### src/evsd_pkg.sv
// ----------------------------------------------------------------------------
// evsd_pkg
// shared constants, codes, command struct and word helpers for the dup/swap
// stack block
// ----------------------------------------------------------------------------
package evsd_pkg;

   localparam int STACK_LIMIT = 1024;
   localparam int WORD_BITS   = 64;
   localparam int MAX_POS     = 16;

   localparam int ADDR_BITS  = $clog2(STACK_LIMIT);
   localparam int DEPTH_BITS = $clog2(STACK_LIMIT + 1);

   localparam int FUNC_BITS      = 2;
   localparam int POS_BITS       = 5;
   localparam int EXT_WORD_BITS  = 64;
   localparam int GAS_BITS       = 63;
   localparam int PC_BITS        = 32;
   localparam int COST_BITS      = 8;
   localparam int STATUS_BITS    = 2;
   localparam int DEPTH_OUT_BITS = 11;

   localparam int REQ_FIELD_BITS = POS_BITS + EXT_WORD_BITS + 1 + GAS_BITS + PC_BITS;
   localparam int REQ_DATA_BITS  = ((REQ_FIELD_BITS + 7) / 8) * 8;
   localparam int RSP_FIELD_BITS = STATUS_BITS + GAS_BITS + PC_BITS + DEPTH_OUT_BITS
                                   + EXT_WORD_BITS + 1;
   localparam int RSP_DATA_BITS  = ((RSP_FIELD_BITS + 7) / 8) * 8;

   localparam int CSR_ADDR_BITS = 3;
   localparam int CSR_DATA_BITS = 32;
   localparam logic [0:0] REG_STEP_COST = 1'b0;
   localparam logic [COST_BITS-1:0] STEP_COST_RESET = 8'd3;

   typedef enum logic [1:0] {
      FN_PUSH = 2'd0,
      FN_DUP  = 2'd1,
      FN_SWAP = 2'd2
   } func_type;

   typedef enum logic [1:0] {
      STS_OK         = 2'd0,
      STS_OUT_OF_GAS = 2'd1,
      STS_UNDERFLOW  = 2'd2,
      STS_OVERFLOW   = 2'd3
   } status_type;

   typedef enum logic [1:0] {
      ACT_NONE = 2'd0,
      ACT_PUSH = 2'd1,
      ACT_DUP  = 2'd2,
      ACT_SWAP = 2'd3
   } action_type;

   typedef struct packed {
      logic load;
      logic decode;
      logic commit;
   } dp_cmd_type;

   typedef logic [WORD_BITS-1:0] word_type;

   function automatic word_type to_word(input logic [EXT_WORD_BITS-1:0] v);
      word_type r;
      r = '0;
      for (int i = 0; i < WORD_BITS; i++) begin
         if (i < EXT_WORD_BITS) begin
            r[i] = v[i];
         end
      end
      return r;
   endfunction

   function automatic logic [EXT_WORD_BITS-1:0] from_word(input word_type w);
      logic [EXT_WORD_BITS-1:0] r;
      r = '0;
      for (int i = 0; i < EXT_WORD_BITS; i++) begin
         if (i < WORD_BITS) begin
            r[i] = w[i];
         end
      end
      return r;
   endfunction

   function automatic logic [DEPTH_OUT_BITS-1:0] to_depth_out(
      input logic [DEPTH_BITS-1:0] d);
      logic [DEPTH_OUT_BITS-1:0] r;
      r = '0;
      for (int i = 0; i < DEPTH_OUT_BITS; i++) begin
         if (i < DEPTH_BITS) begin
            r[i] = d[i];
         end
      end
      return r;
   endfunction

endpackage

### src/evsd_csr.sv
// ----------------------------------------------------------------------------
// evsd_csr
// register port holding the gas charge per dup or swap
// ----------------------------------------------------------------------------
module evsd_csr
   import evsd_pkg::*;
(
   input  logic                     clock,
   input  logic                     reset,
   input  logic                     csr_psel,
   input  logic                     csr_penable,
   input  logic                     csr_pwrite,
   input  logic [CSR_ADDR_BITS-1:0] csr_paddr,
   input  logic [CSR_DATA_BITS-1:0] csr_pwdata,
   output logic [CSR_DATA_BITS-1:0] csr_prdata,
   output logic                     csr_pready,
   output logic [COST_BITS-1:0]     step_cost
);

   logic [COST_BITS-1:0] step_cost_ff;
   logic [COST_BITS-1:0] step_cost_in;
   logic                 hit_cost;

   // word address: low two bits select a byte and are ignored
   assign hit_cost   = (csr_paddr[CSR_ADDR_BITS-1:2] == REG_STEP_COST);
   assign csr_pready = 1'b1;

   always_comb begin
      step_cost_in = step_cost_ff;
      if (csr_psel && csr_penable && csr_pwrite && csr_pready && hit_cost) begin
         step_cost_in = csr_pwdata[COST_BITS-1:0];
      end
   end

   always_ff @(posedge clock) begin
      if (reset) begin
         step_cost_ff <= STEP_COST_RESET;
      end else begin
         step_cost_ff <= step_cost_in;
      end
   end

   assign csr_prdata = hit_cost ? CSR_DATA_BITS'(step_cost_ff) : '0;
   assign step_cost  = step_cost_ff;

endmodule

### config.mk
export PLATFORM = sky130hd
export DESIGN_NAME = evsd_csr
export DESIGN_NICKNAME = d
export VERILOG_FILES = /design/src/evsd_pkg.sv /design/src/evsd_csr.sv
export SDC_FILE = /design/constraint.sdc
export NUM_CORES = 1
export LEC_CHECK = 0
export BUFFER_PORTS_ARGS = -buffer_cell sky130_fd_sc_hd__buf_4
export CAP_MARGIN = 20
export CORE_ASPECT_RATIO = 1.1
export CORE_UTILIZATION = 33
export CTS_CLUSTER_DIAMETER = 200
export DETAILED_ROUTE_END_ITERATION = 12
export GPL_ROUTABILITY_DRIVEN = 0
export GPL_TIMING_DRIVEN = 0
export PLACE_DENSITY = 0.85
export SETUP_SLACK_MARGIN = 0.05
export SLEW_MARGIN = 20
export SYNTH_ARGS = -nofsm -noshare
export SYNTH_HDL_FRONTEND = slang
export SYNTH_SLANG_ARGS = --single-unit
### constraint.sdc
create_clock -name clock -period 1.7 [get_ports clock]
set_input_delay 0.085 -clock clock [delete_from_list [all_inputs] [get_ports clock]]
set_output_delay 0.085 -clock clock [all_outputs]
set_load 0.01 [all_outputs]
---- Word-level counts from Yosys, hierarchy flattened ----
Cells that the tools add are included.
storage, ports and cells
  register bits ........................... 8
  input bits .............................. 40
  output and inout bits ................... 41
  logic and storage cells ................. 6
cells by class
  multiplexer cells ....................... 1
  bitwise gates (word level) .............. 1
  reductions and logical operators ........ 3
operators by type and width
  cell               count
  two-way mux 8 bit  1
  logical AND 1 bit  3
  NOT 1 bit          1

---- Longest topological paths before layout ----
  word-level depth ........................ 3
  mapped depth ............................ 3
  gate-level depth less buffers ........... 2

---- Worst setup path after synthesis ----
Ideal clock, no wire load.
  path kind ............................... input-to-reg
  from .................................... input csr_paddr[2]
  to ...................................... register step_cost_ff[0] (netlist: step_cost[0])
  library setup time ...................... 0.072 ns
  data arrival time ....................... 0.623 ns
  data required time ...................... 1.628 ns
  path slack .............................. 1.006 ns
  stages on the path ...................... 3
  buffers on the path ..................... 1
  cell sequence ........................... and4b_1 > buf_6 > mux2i_1
between the ends
  cells in the longest elaborated chain, start to end .. 2
RTL lines
  item                    line            source
  start: declaration      evsd_csr.sv:13  input logic [CSR_ADDR_BITS-1:0] csr_paddr,
  NOT 1 bit               evsd_csr.sv:25  assign hit_cost = (csr_paddr[CSR_ADDR_BITS-1:2] == REG_STEP_COST);
  logical AND 1 bit       evsd_csr.sv:30  if (csr_psel && csr_penable && csr_pwrite && csr_pready && hit_cost) begin
  end signal: assignment  evsd_csr.sv:39  step_cost_ff <= step_cost_in;
  end: declaration        evsd_csr.sv:20  logic [COST_BITS-1:0] step_cost_ff;
No other way between the ends.
A chain may end at the register's enable or synchronous reset.

---- Final worst setup path ----
  from .................................... register step_cost_ff[1] (netlist: step_cost[1])
  to ...................................... output csr_prdata[1]
between the ends
  cells in the longest elaborated chain, start to end .. 1
RTL lines
  item               line            source
  two-way mux 8 bit  evsd_csr.sv:43  assign csr_prdata = hit_cost ? CSR_DATA_BITS'(step_cost_ff) : '0;
  end: declaration   evsd_csr.sv:15  output logic [CSR_DATA_BITS-1:0] csr_prdata,
No other way between the ends.

==> key figures <==
Run status
  – Outcome: finished with violations
  – Failing checks: DRC

CTS
  – Clock Tree Buf Depth: 2
  – H-tree depth: 1
  – Clk sinks: 8
  – Worst skew pair latency: between 0.2 and 0.3 ns
  – Postcts setup bufs: 0
  – Root Driver: clkbuf_4
  – Post-cts sizing count: 0
  – Clk pin slew, worst setup/hold paths: about 0.050 ns
  – CTS Buf Count: 3
  – CTS Hold Bufs: 0
  – CTS tree: done

Pwr
  – Max VDD drop: roughly 0.00031 V
  – Switching share of power: between 20% and 30%
  – Switching pwr: 0.1236 mW
  – Final Total Pwr: between 0.4 and 0.5 mW
  – Clock share of power: 29.9%
  – P_leak: 0.5435 nW
  – Pwr/cell area: about 500 nW/um^2
  – Sequential power share: around 41%
  – Comb pwr share: 29.5%
  – Pint: 0.3554 mW

Detailed routing
  – Drt drc: 12
  – Iter 0 DRT Violations: 16
  – Detailed-route vias per instance: a little under 4
  – Final ANT Viol Nets: 0
  – DR pass1 iterations: 8
  – DR vias: 550
  – Post-Route WL: 1223 um
  – Routed len/inst: 8.552 um

Global routing
  – Pin count of the biggest net entering global routing: 11
  – Grt ovf: 0
  – Vias in the first global route: 479
  – Global-route wire length before repair: 1842 um
  – Initial antenna violation count: 0
  – Tot GR Track Use: 12.17%

Floorplan
  – Die height: 47.48 um
  – Core region area: 1782 sq um
  – Die footprint: 2058 sq um
  – Row count: 16
  – Starting density of the core: between 30% and 40%
  – IO Pins: 81
  – Die Wd: 43.35 um

Logic synthesis
  – Post-Synthesis Cell Area: just over 600 sq um
  – Main combinational cell family by area after synthesis: buffers and inverters
  – Post-synthesis compound-gate area fraction: 0%
  – Synthesis-stage register bit count: 8
  – Post-synthesis xor/xnor area fraction: 0%
  – Sequential share of the synthesized area: around a quarter
  – Distinct cells, synth: 10
  – Syn Area/Cell: roughly 9 sq um
  – Post-Synth Simple-Gate Area: between 20% and 30%
  – Synth Warn #: 0
  – Synth Area in Adders: 0%
  – Post-synthesis mux area share: 12.90%
  – Synth Instances: 70

Layout
  – Fin cells: approximately 140
  – Antenna cell count: 0
  – Layout Utilization: between 50% and 60%
  – Total Nets Final: 167
  – Share of layout cells above drive strength 1: 52.80%
  – Layout area overhead: 56.25%
  – Max reg flops: 8

Critical path
  – Max FO, Critical Path: 3
  – CP arrival: 0.90 ns
  – Worst path top cell family by delay: flip-flops
  – Setup CP Type: reg -> out
  – Critical-path cell list: and2b_2, buf_4
  – Crit path buffers/inverters: 1
  – Setup crit start kind: flop
  – CP required: 1.62 ns
  – Crit end category: primary output
  – Max incr delay on CP: 0.32 ns
  – Slowest cell on the critical path: dfxtp_1

Timing
  – Max Clk Rate: 1018 MHz
  – Hold Vio Cnt, Final: 0
  – Tmin final: 0.9820 ns
  – Setup TNS: 0 ns
  – Hold WS: 0.1010 ns
  – Final Setup Violations: 0
  – Final slew viol count: 0
  – Fin Clk Skew: 0 ns
  – Unrepaired setup endpoints after global routing: false
  – Period Utilization, post-route: 57.76%

Place
  – Port buffer count: 29
  – Dpl cells: 140

Job
  – Max Cap Viol: 0

Min path
  – Hold crit path type: in -> reg
kinds of logic (layout without fill, tap and decap cells):
group,Yosys count,in the layout
buffers and inverters,27,59
and+or+nand+nor,25,25
DFF,8,8
muxes,8,8
other,2,25
path summary, 6_finish.rpt:
kind                                    start            end  slack (ns)  cells after the start
worst max-delay path             step_cost[1]  csr_prdata[1]        0.72                      2
worst min-delay path            csr_pwdata[5]   step_cost[5]        0.10                      3
worst max register to register   step_cost[0]   step_cost[0]        1.08                      2
worst min register to register   step_cost[4]   step_cost[4]        0.49                      2
cells in the mapped netlist:
| library cell | instances | area [sq um] |
|---|---|---|
| and2b_2 | 8 | 70.07 |
| and4b_1 | 1 | 10.01 |
| buf_4 | 25 | 187.7 |
| buf_6 | 1 | 11.26 |
| clkbuf_1 | 1 | 3.750 |
| conb_1 | 2 | 7.510 |
| dfxtp_1 | 8 | 160.2 |
| mux2i_1 | 8 | 80.08 |
| nand2b_1 | 12 | 75.07 |
| nor2_1 | 4 | 15.01 |
cells in the final DEF, fill, tap and decap left out, drive strengths merged:
| cell | netlist | routed |
|---|---|---|
| and2b | 8 | 8 |
| and4b | 1 | 1 |
| buf | 26 | 55 |
| clkbuf | 1 | 4 |
| conb | 2 | 25 |
| dfxtp | 8 | 8 |
| mux2i | 8 | 8 |
| nand2b | 12 | 12 |
| nor2 | 4 | 4 |
tightest hold or removal path: stages:
cell,delay (ns)
buf_4,0.11
nand2b_1,0.05
mux2i_1,0.06
power by group through the flow:
stage	Combinational (mW)	Clock [mW]	Sequential (mW)
2_1_floorplan	0.0944	0	0.200
3_3_place_gp	0.137	0	0.199
3_5_place_dp	0.139	0	0.199
4_1_cts	0.139	0.152	0.195
5_1_grt	0.155	0.156	0.195
6_report	0.141	0.143	0.195
per-layer routing:
metal / GRT usage, % / vias to the layer above / wire, um
li1: - / 279 / -
met1: 10.96 / 232 / 454
met2: 24.85 / 39 / 596
met3: 4.151 / 0 / 172
met4: 5.625 / 0 / 0
met5: 0 / - / 0
metrics by stage:
step | worst slack [ns] | instance area [sq um]
after CTS | 0.6994 | 969.7
after detailed placement | 0.7939 | 947.2
final | 0.7180 | 969.7
after global placement | 0.8120 | 947.2
after global routing | 0.6765 | 969.7
after floorplan | 1.006 | 706.9
layout make-up:
cell class	count	area, sq um
Tap cell	18	22.52
Clock buffer	3	22.52
Fill cell	166	812.0
Sequential cell	8	160.2
Timing Repair Buffer	29	217.7
Multi-Input combinational cell	58	344.1
Buffer	27	202.7
(Power assumes the default switching activity.)
