### config.mk
export PLATFORM = sky130hd
export DESIGN_NAME = evsd_ctrl
export DESIGN_NICKNAME = d
export VERILOG_FILES = /design/src/evsd_pkg.sv /design/src/evsd_ctrl.sv
export SDC_FILE = /design/constraint.sdc
export NUM_CORES = 1
export LEC_CHECK = 0
export ABC_AREA = 1
export BUFFER_PORTS_ARGS = -buffer_cell sky130_fd_sc_hd__buf_4
export CAP_MARGIN = 10
export CORE_AREA = 2 2 39 41
export CTS_BUF_LIST = sky130_fd_sc_hd__clkbuf_4
export CTS_CLUSTER_DIAMETER = 100
export DETAILED_ROUTE_END_ITERATION = 8
export DIE_AREA = 0 0 41 43
export GPL_ROUTABILITY_DRIVEN = 0
export GPL_TIMING_DRIVEN = 1
export PLACE_DENSITY_LB_ADDON = 0.3
export RECOVER_POWER = 100
export SYNTH_ARGS = -nofsm -noshare
export SYNTH_HDL_FRONTEND = slang
export SYNTH_SLANG_ARGS = --single-unit
### constraint.sdc
create_clock -name clock -period 2.1 [get_ports clock]
set_input_delay 0.21 -clock clock [delete_from_list [all_inputs] [get_ports clock]]
set_output_delay 0.21 -clock clock [all_outputs]
set_load 0.05 [all_outputs]
### src/evsd_pkg.sv
// ----------------------------------------------------------------------------
// evsd_pkg
// shared constants, codes, command struct and word helpers for the dup/swap
// stack block
// ----------------------------------------------------------------------------
package evsd_pkg;

   localparam int STACK_LIMIT = 1024;
   localparam int WORD_BITS   = 64;
   localparam int MAX_POS     = 16;

   localparam int ADDR_BITS  = $clog2(STACK_LIMIT);
   localparam int DEPTH_BITS = $clog2(STACK_LIMIT + 1);

   localparam int FUNC_BITS      = 2;
   localparam int POS_BITS       = 5;
   localparam int EXT_WORD_BITS  = 64;
   localparam int GAS_BITS       = 63;
   localparam int PC_BITS        = 32;
   localparam int COST_BITS      = 8;
   localparam int STATUS_BITS    = 2;
   localparam int DEPTH_OUT_BITS = 11;

   localparam int REQ_FIELD_BITS = POS_BITS + EXT_WORD_BITS + 1 + GAS_BITS + PC_BITS;
   localparam int REQ_DATA_BITS  = ((REQ_FIELD_BITS + 7) / 8) * 8;
   localparam int RSP_FIELD_BITS = STATUS_BITS + GAS_BITS + PC_BITS + DEPTH_OUT_BITS
                                   + EXT_WORD_BITS + 1;
   localparam int RSP_DATA_BITS  = ((RSP_FIELD_BITS + 7) / 8) * 8;

   localparam int CSR_ADDR_BITS = 3;
   localparam int CSR_DATA_BITS = 32;
   localparam logic [0:0] REG_STEP_COST = 1'b0;
   localparam logic [COST_BITS-1:0] STEP_COST_RESET = 8'd3;

   typedef enum logic [1:0] {
      FN_PUSH = 2'd0,
      FN_DUP  = 2'd1,
      FN_SWAP = 2'd2
   } func_type;

   typedef enum logic [1:0] {
      STS_OK         = 2'd0,
      STS_OUT_OF_GAS = 2'd1,
      STS_UNDERFLOW  = 2'd2,
      STS_OVERFLOW   = 2'd3
   } status_type;

   typedef enum logic [1:0] {
      ACT_NONE = 2'd0,
      ACT_PUSH = 2'd1,
      ACT_DUP  = 2'd2,
      ACT_SWAP = 2'd3
   } action_type;

   typedef struct packed {
      logic load;
      logic decode;
      logic commit;
   } dp_cmd_type;

   typedef logic [WORD_BITS-1:0] word_type;

   function automatic word_type to_word(input logic [EXT_WORD_BITS-1:0] v);
      word_type r;
      r = '0;
      for (int i = 0; i < WORD_BITS; i++) begin
         if (i < EXT_WORD_BITS) begin
            r[i] = v[i];
         end
      end
      return r;
   endfunction

   function automatic logic [EXT_WORD_BITS-1:0] from_word(input word_type w);
      logic [EXT_WORD_BITS-1:0] r;
      r = '0;
      for (int i = 0; i < EXT_WORD_BITS; i++) begin
         if (i < WORD_BITS) begin
            r[i] = w[i];
         end
      end
      return r;
   endfunction

   function automatic logic [DEPTH_OUT_BITS-1:0] to_depth_out(
      input logic [DEPTH_BITS-1:0] d);
      logic [DEPTH_OUT_BITS-1:0] r;
      r = '0;
      for (int i = 0; i < DEPTH_OUT_BITS; i++) begin
         if (i < DEPTH_BITS) begin
            r[i] = d[i];
         end
      end
      return r;
   endfunction

endpackage

### src/evsd_ctrl.sv
// ----------------------------------------------------------------------------
// evsd_ctrl
// sequencer: accept, decode with memory read, commit into result register
// ----------------------------------------------------------------------------
module evsd_ctrl
   import evsd_pkg::*;
(
   input  logic       clock,
   input  logic       reset,
   input  logic       req_tvalid,
   output logic       req_tready,
   output logic       rsp_tvalid,
   input  logic       rsp_tready,
   output dp_cmd_type cmd
);

   typedef enum logic [2:0] {
      S_IDLE  = 3'b001,
      S_READ  = 3'b010,
      S_WRITE = 3'b100
   } state_type;

   state_type state_ff, state_in;
   logic      out_valid_ff, out_valid_in;
   logic      commit;

   // commit once the result register is free or being emptied
   assign commit     = (state_ff == S_WRITE) && (!out_valid_ff || rsp_tready);
   assign req_tready = (state_ff == S_IDLE) || commit;

   always_comb begin
      state_in = state_ff;
      case (state_ff)
         S_IDLE: begin
            if (req_tvalid) begin
               state_in = S_READ;
            end
         end
         S_READ: begin
            state_in = S_WRITE;
         end
         S_WRITE: begin
            if (commit) begin
               state_in = req_tvalid ? S_READ : S_IDLE;
            end
         end
         default: begin
            state_in = S_IDLE;
         end
      endcase
   end

   always_comb begin
      out_valid_in = out_valid_ff;
      if (commit) begin
         out_valid_in = 1'b1;
      end else if (rsp_tready) begin
         out_valid_in = 1'b0;
      end
   end

   always_ff @(posedge clock) begin
      if (reset) begin
         state_ff     <= S_IDLE;
         out_valid_ff <= 1'b0;
      end else begin
         state_ff     <= state_in;
         out_valid_ff <= out_valid_in;
      end
   end

   assign rsp_tvalid = out_valid_ff;
   assign cmd.load   = req_tvalid && req_tready;
   assign cmd.decode = (state_ff == S_READ);
   assign cmd.commit = commit;

endmodule

After elaboration in Yosys (flattened, before gate mapping)
Index checks and enable logic that the tools add are counted.
Word-level totals
  logic and storage cells: 20
  flip-flop bits (word level): 4
  output and inout port bits: 5
  bits of input ports: 4
Operators by class
  eq/ne operators: 5
  muxes and demuxes: 6
  reduce and logical (&&, ||, !) cells: 7
Operator list (number)
  3-bit one-hot mux with 3 select lines: 1
  3-bit 2-to-1 mux: 2
  2-bit != test, second input constant: 2
  3-bit by 1-bit equality test with 1-bit output, second input constant: 1
  3-bit by 2-bit equality test with 1-bit output, second input constant: 1
  3-bit equality test, second input constant: 1
  1-bit logical AND: 2
  1-bit logical OR: 2
  1-bit 2-to-1 mux: 2
  2-bit 2-to-1 mux: 1
  2-bit AND reduction: 1
  2-bit nonzero test: 1
  1-bit zero test: 1

Longest topological paths before layout
Gate-level depths: netlist of run 1.
  word-level depth: 5
  depth in mapped cells: 7
  gate-level depth less buffers: 7

Worst setup path before layout of run 1
OpenSTA, ideal clock, no wires.
  path type: register to output
  from: reg out_valid_ff (netlist: rsp_tvalid)
  to: out cmd[2] (netlist name)
  setup slack: 0.434 ns
  data required time: 1.890 ns
  stages on the path, launching flop included: 8
  data arrival time: 1.456 ns
  buffers on the path: 0
  cells stage by stage: dfxtp_1 -> inv_1 -> nor2_1 -> inv_1 -> nand2_2 -> nand2_2 -> nand2_2 -> inv_1
RTL lines
  start: declaration: line evsd_ctrl.sv:24  | logic out_valid_ff, out_valid_in;
  start signal: assignment: line evsd_ctrl.sv:68  | out_valid_ff <= out_valid_in;
  end: declaration: line evsd_ctrl.sv:14  | output dp_cmd_type cmd

Final worst setup path of run 1
  from: reg state_ff[0]
  to: out req_tready
On the way
  word-level cells in the longest chain between the ends: 3
  elaborated cells between the ends (all ways): 4
  those cells by class: eq/ne: 2; reduce/logical: 2
Ends and longest elaborated chain
  start: declaration: line evsd_ctrl.sv:23  | state_type state_ff, state_in;
  start signal: assignment: line evsd_ctrl.sv:67  | state_ff <= state_in;
  3-bit equality test: line evsd_ctrl.sv:28  | assign commit = (state_ff == S_WRITE) && (!out_valid_ff || rsp_tready);
  1-bit logical AND: line evsd_ctrl.sv:28
  1-bit logical OR *: line evsd_ctrl.sv:29  | assign req_tready = (state_ff == S_IDLE) || commit;
  end: declaration: line evsd_ctrl.sv:11  | output logic req_tready,
Every way passes the cells marked *; elsewhere a longest branch is shown, timed or not.

==> flow_metrics.tcl, run 1 <==
set metrics [dict create \
    drt-wirelength-per-cell_um 6.59 \
    synth-xor-area-share 0 \
    slew_violations 0 \
    grt_max_degree 5 \
    worst_setup_path_end_kind "output port" \
    place_area_sq_um 288 \
    min_delay_worst_endpoint "state_ff[1]" \
    final.period_utilization 0.791 \
    total_leakage_power_nw 0.156 \
    vias 195 \
    ctsRootBufferMaster "clkbuf_4" \
    antenna_found_initial 0 \
    multi_input_area_sq_um 92.6 \
    max_slew_margin 0.608 \
    synth_compound_gate_area_share 0.0465 \
    grt.total_usage 0.0552 \
    yosys_register_bits 4 \
    signal_arrival_time_at_the_worst_endpoint_ns 1.45 \
    post-dp-hpwl_um 340 \
    cts_tree "done" \
    combinational_family_with_the_most_area_after_synthesis "simple AND/OR/NAND/NOR gates" \
    final.fill_count 172 \
    power.ir.vdd_worst_v 0.000213 \
    fin_worst_hold_slack_ns 0.167 \
    firstDrtPassIters 1 \
    tot_pwr_uw 233 \
    synthesis.area_per_instance_sq_um 6.52 \
    critical_path.reg2reg.endpoint "state_ff[1]" \
    flow.area_growth_from_synthesis_pct 34.9 \
    yosys_warning_total 0 \
    power_density_nw_per_um2 801 \
    power.share.combinational 0.254 \
    min_from "reset" \
    antenna_cells 0 \
    r2r-start "state_ff[0]" \
    power_switching_share 0.303 \
    reg_to_reg_slack_setup_ns 1.15 \
    die_x_um 41 \
    muxShareOfSynthArea 0 \
    finish.cell_count_without_fillers 59 \
    final_common_cell "inv_1" \
    post_cts_buffers 0 \
    fraction_of_the_mapped_netlist_area_in_adder_cells 0 \
    hold_viol 0 \
    totalWireLength_um 389 \
    postCtsHoldBufs 0 \
    finalNetCount 49 \
    clock-sinks 4 \
    maxClockFrequency_mhz 602 \
    switchingPower_uw 70.4 \
    first_pass_grt_wire_length_um 558 \
    mappedNetlistNets 37 \
    dr.first_iter.drc_count 0 \
    cts-root-to-sink-buffers 2 \
    worst-endpoint-required_ns 1.89 \
    status "finished clean" \
    critical_path.startpoint_type "register" \
    internal-power_uw 162 \
    path_class "reg2out" \
    clock_insertion_delay_worst_skew_ns 0.23 \
    clock-skew-final_ns 0.00133 \
    max-cap-violations 0 \
    seqCellArea_sq_um 80.1 \
    seq_power_share 0.362 \
    synth.lib_cells_used.distinct 11 \
    worst_hold_path_type "in2reg" \
    setup_viol_count_final 0 \
    floorplan.die.height_um 43 \
    min_path_cells 2 \
    first_global_vias 161 \
    reg2reg_depth 7 \
    io_buffers 8 \
    syn_area_sq_um 215 \
    worst-slew-pin-transition_ns 0.591 \
    min_period_ns 1.66 \
    placedCellCount 56 \
    setup-tns-final_ns 0 \
    synth_seq_area_share 0.372 \
    starting_density_of_the_core 0.156 \
    rows 14 \
    grt.overflow.total 0 \
    drc 0 \
    synth.top_cell.area_share 0.372 \
    leading_cell_types_in_the_layout_fill_and_taps_excluded "inv_1, nand2_1, nor2_1" \
    synthesis.instances 33 \
    synth_area_leader_cell "dfxtp_1" \
    floorplan.core_area_sq_um 1380 \
    finalInstanceArea_sq_um 290 \
    worstPathMaxFanout 3 \
    area_fraction_in_and_or_nand_and_nor_cells_after_synthesis 0.407 \
    cts_made_buffers 3 \
    top_cells_by_area_in_the_synthesized_netlist "dfxtp_1, inv_1, nand2_2" \
    dieArea_sq_um 1760 \
    layout-drive-gt1-share 0.256 \
    final_antenna_net_count 0 \
    clk_pin_slew_ns 0.03 \
    post_cts.resized_instances 0 \
    clock_tree.htree_level_count 1 \
    setup_repair_after_global_routing_missed_its_margin "no" \
    vias_per_cell 3.31 \
    floorplan.io_pins 9 \
    clock_power_share 0.384 \
]
[per-stage QoR]
step                utilization  setup slack [ns]
global route              0.210             0.310
global placement          0.208             0.908
detailed placement        0.208             0.895
floorplan                     -             0.434
finish                    0.210             0.439
CTS                       0.224             0.646
[synth_stat cells]
cell / number
a21oi_1: 2
nand3b_1: 1
inv_1: 7
nand3_1: 1
nor2_1: 4
nor2_2: 2
nand2_2: 4
buf_4: 1
inv_2: 1
nand2_1: 6
dfxtp_1: 4
[how the worst max path moves through the flow]
stage	startpoint	slack, ns	end	depth (start not counted)
2_1_floorplan	rsp_tvalid	0.43	cmd[2]	7
3_3_place_gp	state_ff[0]	0.91	cmd[2]	8
3_5_place_dp	state_ff[0]	0.90	cmd[2]	8
4_1_cts	state_ff[0]	0.65	cmd[2]	8
5_1_grt	state_ff[0]	0.31	req_tready	6
6_report	state_ff[0]	0.44	req_tready	6
[kinds of logic (layout without fill, tap and decap cells)]
group                  Yosys count  after routing
AND/OR/NAND/NOR                 18             18
AO/OA/AOI/OAI                    2              2
buffers and inverters            9             19
flip-flops                       4              4
[per-layer routing]
metal / up-vias / part of all wire / track usage / wire [um]
li1: 115 / - / - / -
met1: 74 / 0.42 / 0.0514 / 163
met2: 6 / 0.46 / 0.0656 / 180
met3: 0 / 0.11 / 0.0471 / 44
met4: 0 / 0 / 0.0600 / 0
met5: - / 0 / 0 / 0
[power by group through the flow]
stage	registers, mW	clock network, mW	logic [mW]
detailed placement	0.0858	0	0.0644
CTS	0.0847	0.0961	0.0645
global route	0.0843	0.0989	0.0654
finish	0.0841	0.0893	0.0591
floorplan	0.0854	0	0.0455
global placement	0.0857	0	0.0645
[state kept, by name, summed over array words and instances (netlist names)]
| register | count |
|---|---|
| state_ff | 3 |
| rsp_tvalid | 1 |
[area by class of cell]
class	count	area share
Multi-Input combinational cell	20	0.319
Inverter	8	0.103
Timing Repair Buffer	8	0.155
Tap cell	16	0.0690
Sequential cell	4	0.276
Clock buffer	3	0.0776
[critical path, cell delays in order (launching register included)]
cell and delay [ns]:
dfxtp_1 0.31, nor2_1 0.13, nand2_2 0.08, inv_1 0.08, nand2_1 0.08, nand2_2 0.07, clkbuf_1 0.47
Note: power is estimated with default switching activity, not from simulation.
==> inputs of run 2 (changes only) <==
==> constraint.sdc (replaced) <==
create_clock -name clock -period 1.4 [get_ports clock]
set_input_delay 0.14 -clock clock [delete_from_list [all_inputs] [get_ports clock]]
set_output_delay 0.14 -clock clock [all_outputs]
set_load 0.05 [all_outputs]
==> run 2 against run 1 <==
Global-route usage up 0.80 points. Register-to-register slack got worse by 0.79 ns. Clock power up 100%. Design area is 32% higher. Sequential power is 51% higher. Combinational power up 110%. Count of clock-buffer cells in the layout rose by 1. Via count grew 18%. Non-clock buffer count grew 4. Die area did not move. Worst setup slack got worse by 0.39 ns. Sequential share of layout area shrank 4.8 points. Critical endpoint is now cmd[2]. Largest cell class unchanged. Highest routed layer is now met4.
==> flow_metrics.tcl, run 2 (same netlist as run 1, synthesis figures left out) <==
set metrics [dict create \
    globalRouteMet3Util 0.0785 \
    min_delay_worst_endpoint "rsp_tvalid" \
    setup-tns-final_ns 0 \
    setup_repair_after_global_routing_missed_its_margin "yes" \
    flow.area_growth_from_synthesis_pct 78.5 \
    r2r-start "state_ff[1]" \
    largest_reg_flops 3 \
    cts_made_buffers 3 \
    clock_tree.htree_level_count 1 \
    gr-max-usage-layer "met3" \
    place_area_sq_um 300 \
    starting_density_of_the_core 0.156 \
    setup_slack_after_layout_ns 0.0448 \
    die_x_um 41 \
    clock_insertion_delay_worst_skew_ns 0.25 \
    power.ir.vdd_worst_v 0.000548 \
    floorplan.die.height_um 43 \
    clock-sinks 4 \
    final_common_cell "buf_4" \
    maxClockFrequency_mhz 738 \
    slew_violations 0 \
    grt.overflow.total 0 \
    cts_tree "done" \
    final.fill_count 158 \
    drt-wirelength-per-cell_um 6.72 \
    finalNetCount 53 \
    io_buffers 8 \
    final.period_utilization 0.968 \
    critical_path.startpoint_type "register" \
    final_antenna_net_count 0 \
    layout-drive-gt1-share 0.646 \
    leading_cell_types_in_the_layout_fill_and_taps_excluded "buf_4, nand2_1, inv_1, clkbuf_4" \
    postCtsHoldBufs 0 \
    gr-usage-met1 0.0547 \
    fin_worst_hold_slack_ns 0.0718 \
    dr.first_iter.drc_count 1 \
    power_density_nw_per_um2 1130 \
    worstPathMaxFanout 2 \
    cts-root-to-sink-buffers 2 \
    min_period_ns 1.36 \
    setup_viol_count_final 0 \
    hold_viol 0 \
    max_slew_margin 0.868 \
    min_path_cells 2 \
    clock-skew-final_ns 0.0143 \
    reg_to_reg_slack_setup_ns 0.36 \
    worst-endpoint-required_ns 1.26 \
    antenna_cells 0 \
    finalInstanceArea_sq_um 384 \
    reg2reg_depth 6 \
    floorplan.io_pins 9 \
    signal_arrival_time_at_the_worst_endpoint_ns 1.22 \
    placedCellCount 56 \
    critical_path.reg2reg.endpoint "state_ff[0]" \
    status "finished clean" \
    clk_pin_slew_ns 0.05 \
    worst_hold_path_type "in2reg" \
    ctsRootBufferMaster "clkbuf_4" \
    postLayoutCoreUtil 0.278 \
    floorplan.core_area_sq_um 1380 \
    first_pass_grt_wire_length_um 621 \
    firstDrtPassIters 2 \
    total_leakage_power_nw 0.196 \
    vias_per_cell 3.61 \
    global_route.usage.met2 0.0688 \
    drc 0 \
    registers.top_by_ff_count "state_ff" \
    dieArea_sq_um 1760 \
    finish.cell_count_without_fillers 64 \
    worst-slew-pin-transition_ns 0.197 \
    worst_setup_path_end_kind "output port" \
    vias 231 \
    grt.total_usage 0.0633 \
    tot_pwr_uw 433 \
    min_from "reset" \
    path_class "reg2out" \
    totalWireLength_um 430 \
    first_global_vias 172 \
    cp-startpoint "rsp_tvalid" \
    rows 14 \
    antenna_found_initial 0 \
    grt_max_degree 5 \
    detailedPlace.worstSlack_ns 0.206 \
    max-cap-violations 0 \
]
==> run 2: cell count changes in the layout (fill, tap and decap cells not counted), sizes merged <==
cell and delta:
inv -1, clkbuf -3, buf +8, clkinvlp +1
==> run 2: worst max-delay path: stages, from the launching register on <==
cell and delay (ns):
dfxtp_4 0.34, inv_2 0.04, nor2_4 0.11, inv_2 0.05, nand2_2 0.07, nand2_4 0.06
nand2_4 0.08, clkinvlp_4 0.08, buf_8 0.15
==> run 2: per-layer routing <==
metal	wire length [um]	part of all wire
met1	173	0.40
met4	10	0.023
met2	178	0.41
met5	0	0
met3	67	0.16
==> run 2: what timing repair did <==
action                                  CTS  global route
pin swaps                                 0             4
endpoints found under the setup margin    1             1
gates resized for setup                   3             7
endpoints found under the hold margin     0             0
buffers inserted                          0             4
==> run 2: where the power goes <==
part	leakage (nW)	total, mW	internal [mW]	switching [mW]
logic	0.143	0.124	0.0514	0.0731
clock network	0.0184	0.182	0.127	0.0556
registers	0.0341	0.127	0.121	0.00573
==> run 2: cell type report <==
cell class | count | area, sq um | area share
multi-input cells | 20 | 115 | 0.300
flip-flops and latches | 4 | 87.6 | 0.228
clock buffers | 4 | 30.0 | 0.0782
repair buffers | 12 | 97.6 | 0.254
well taps | 16 | 20.0 | 0.0521
inverters | 8 | 33.8 | 0.0879
==> run 2: worst max path at each step <==
stage	end	slack [ns]	cells after the start
global route	cmd[2]	-0.01	8
detailed placement	cmd[2]	0.21	8
floorplan	cmd[2]	0.04	7
finish	cmd[2]	0.04	8
global placement	cmd[2]	0.21	8
CTS	cmd[2]	0.003	8
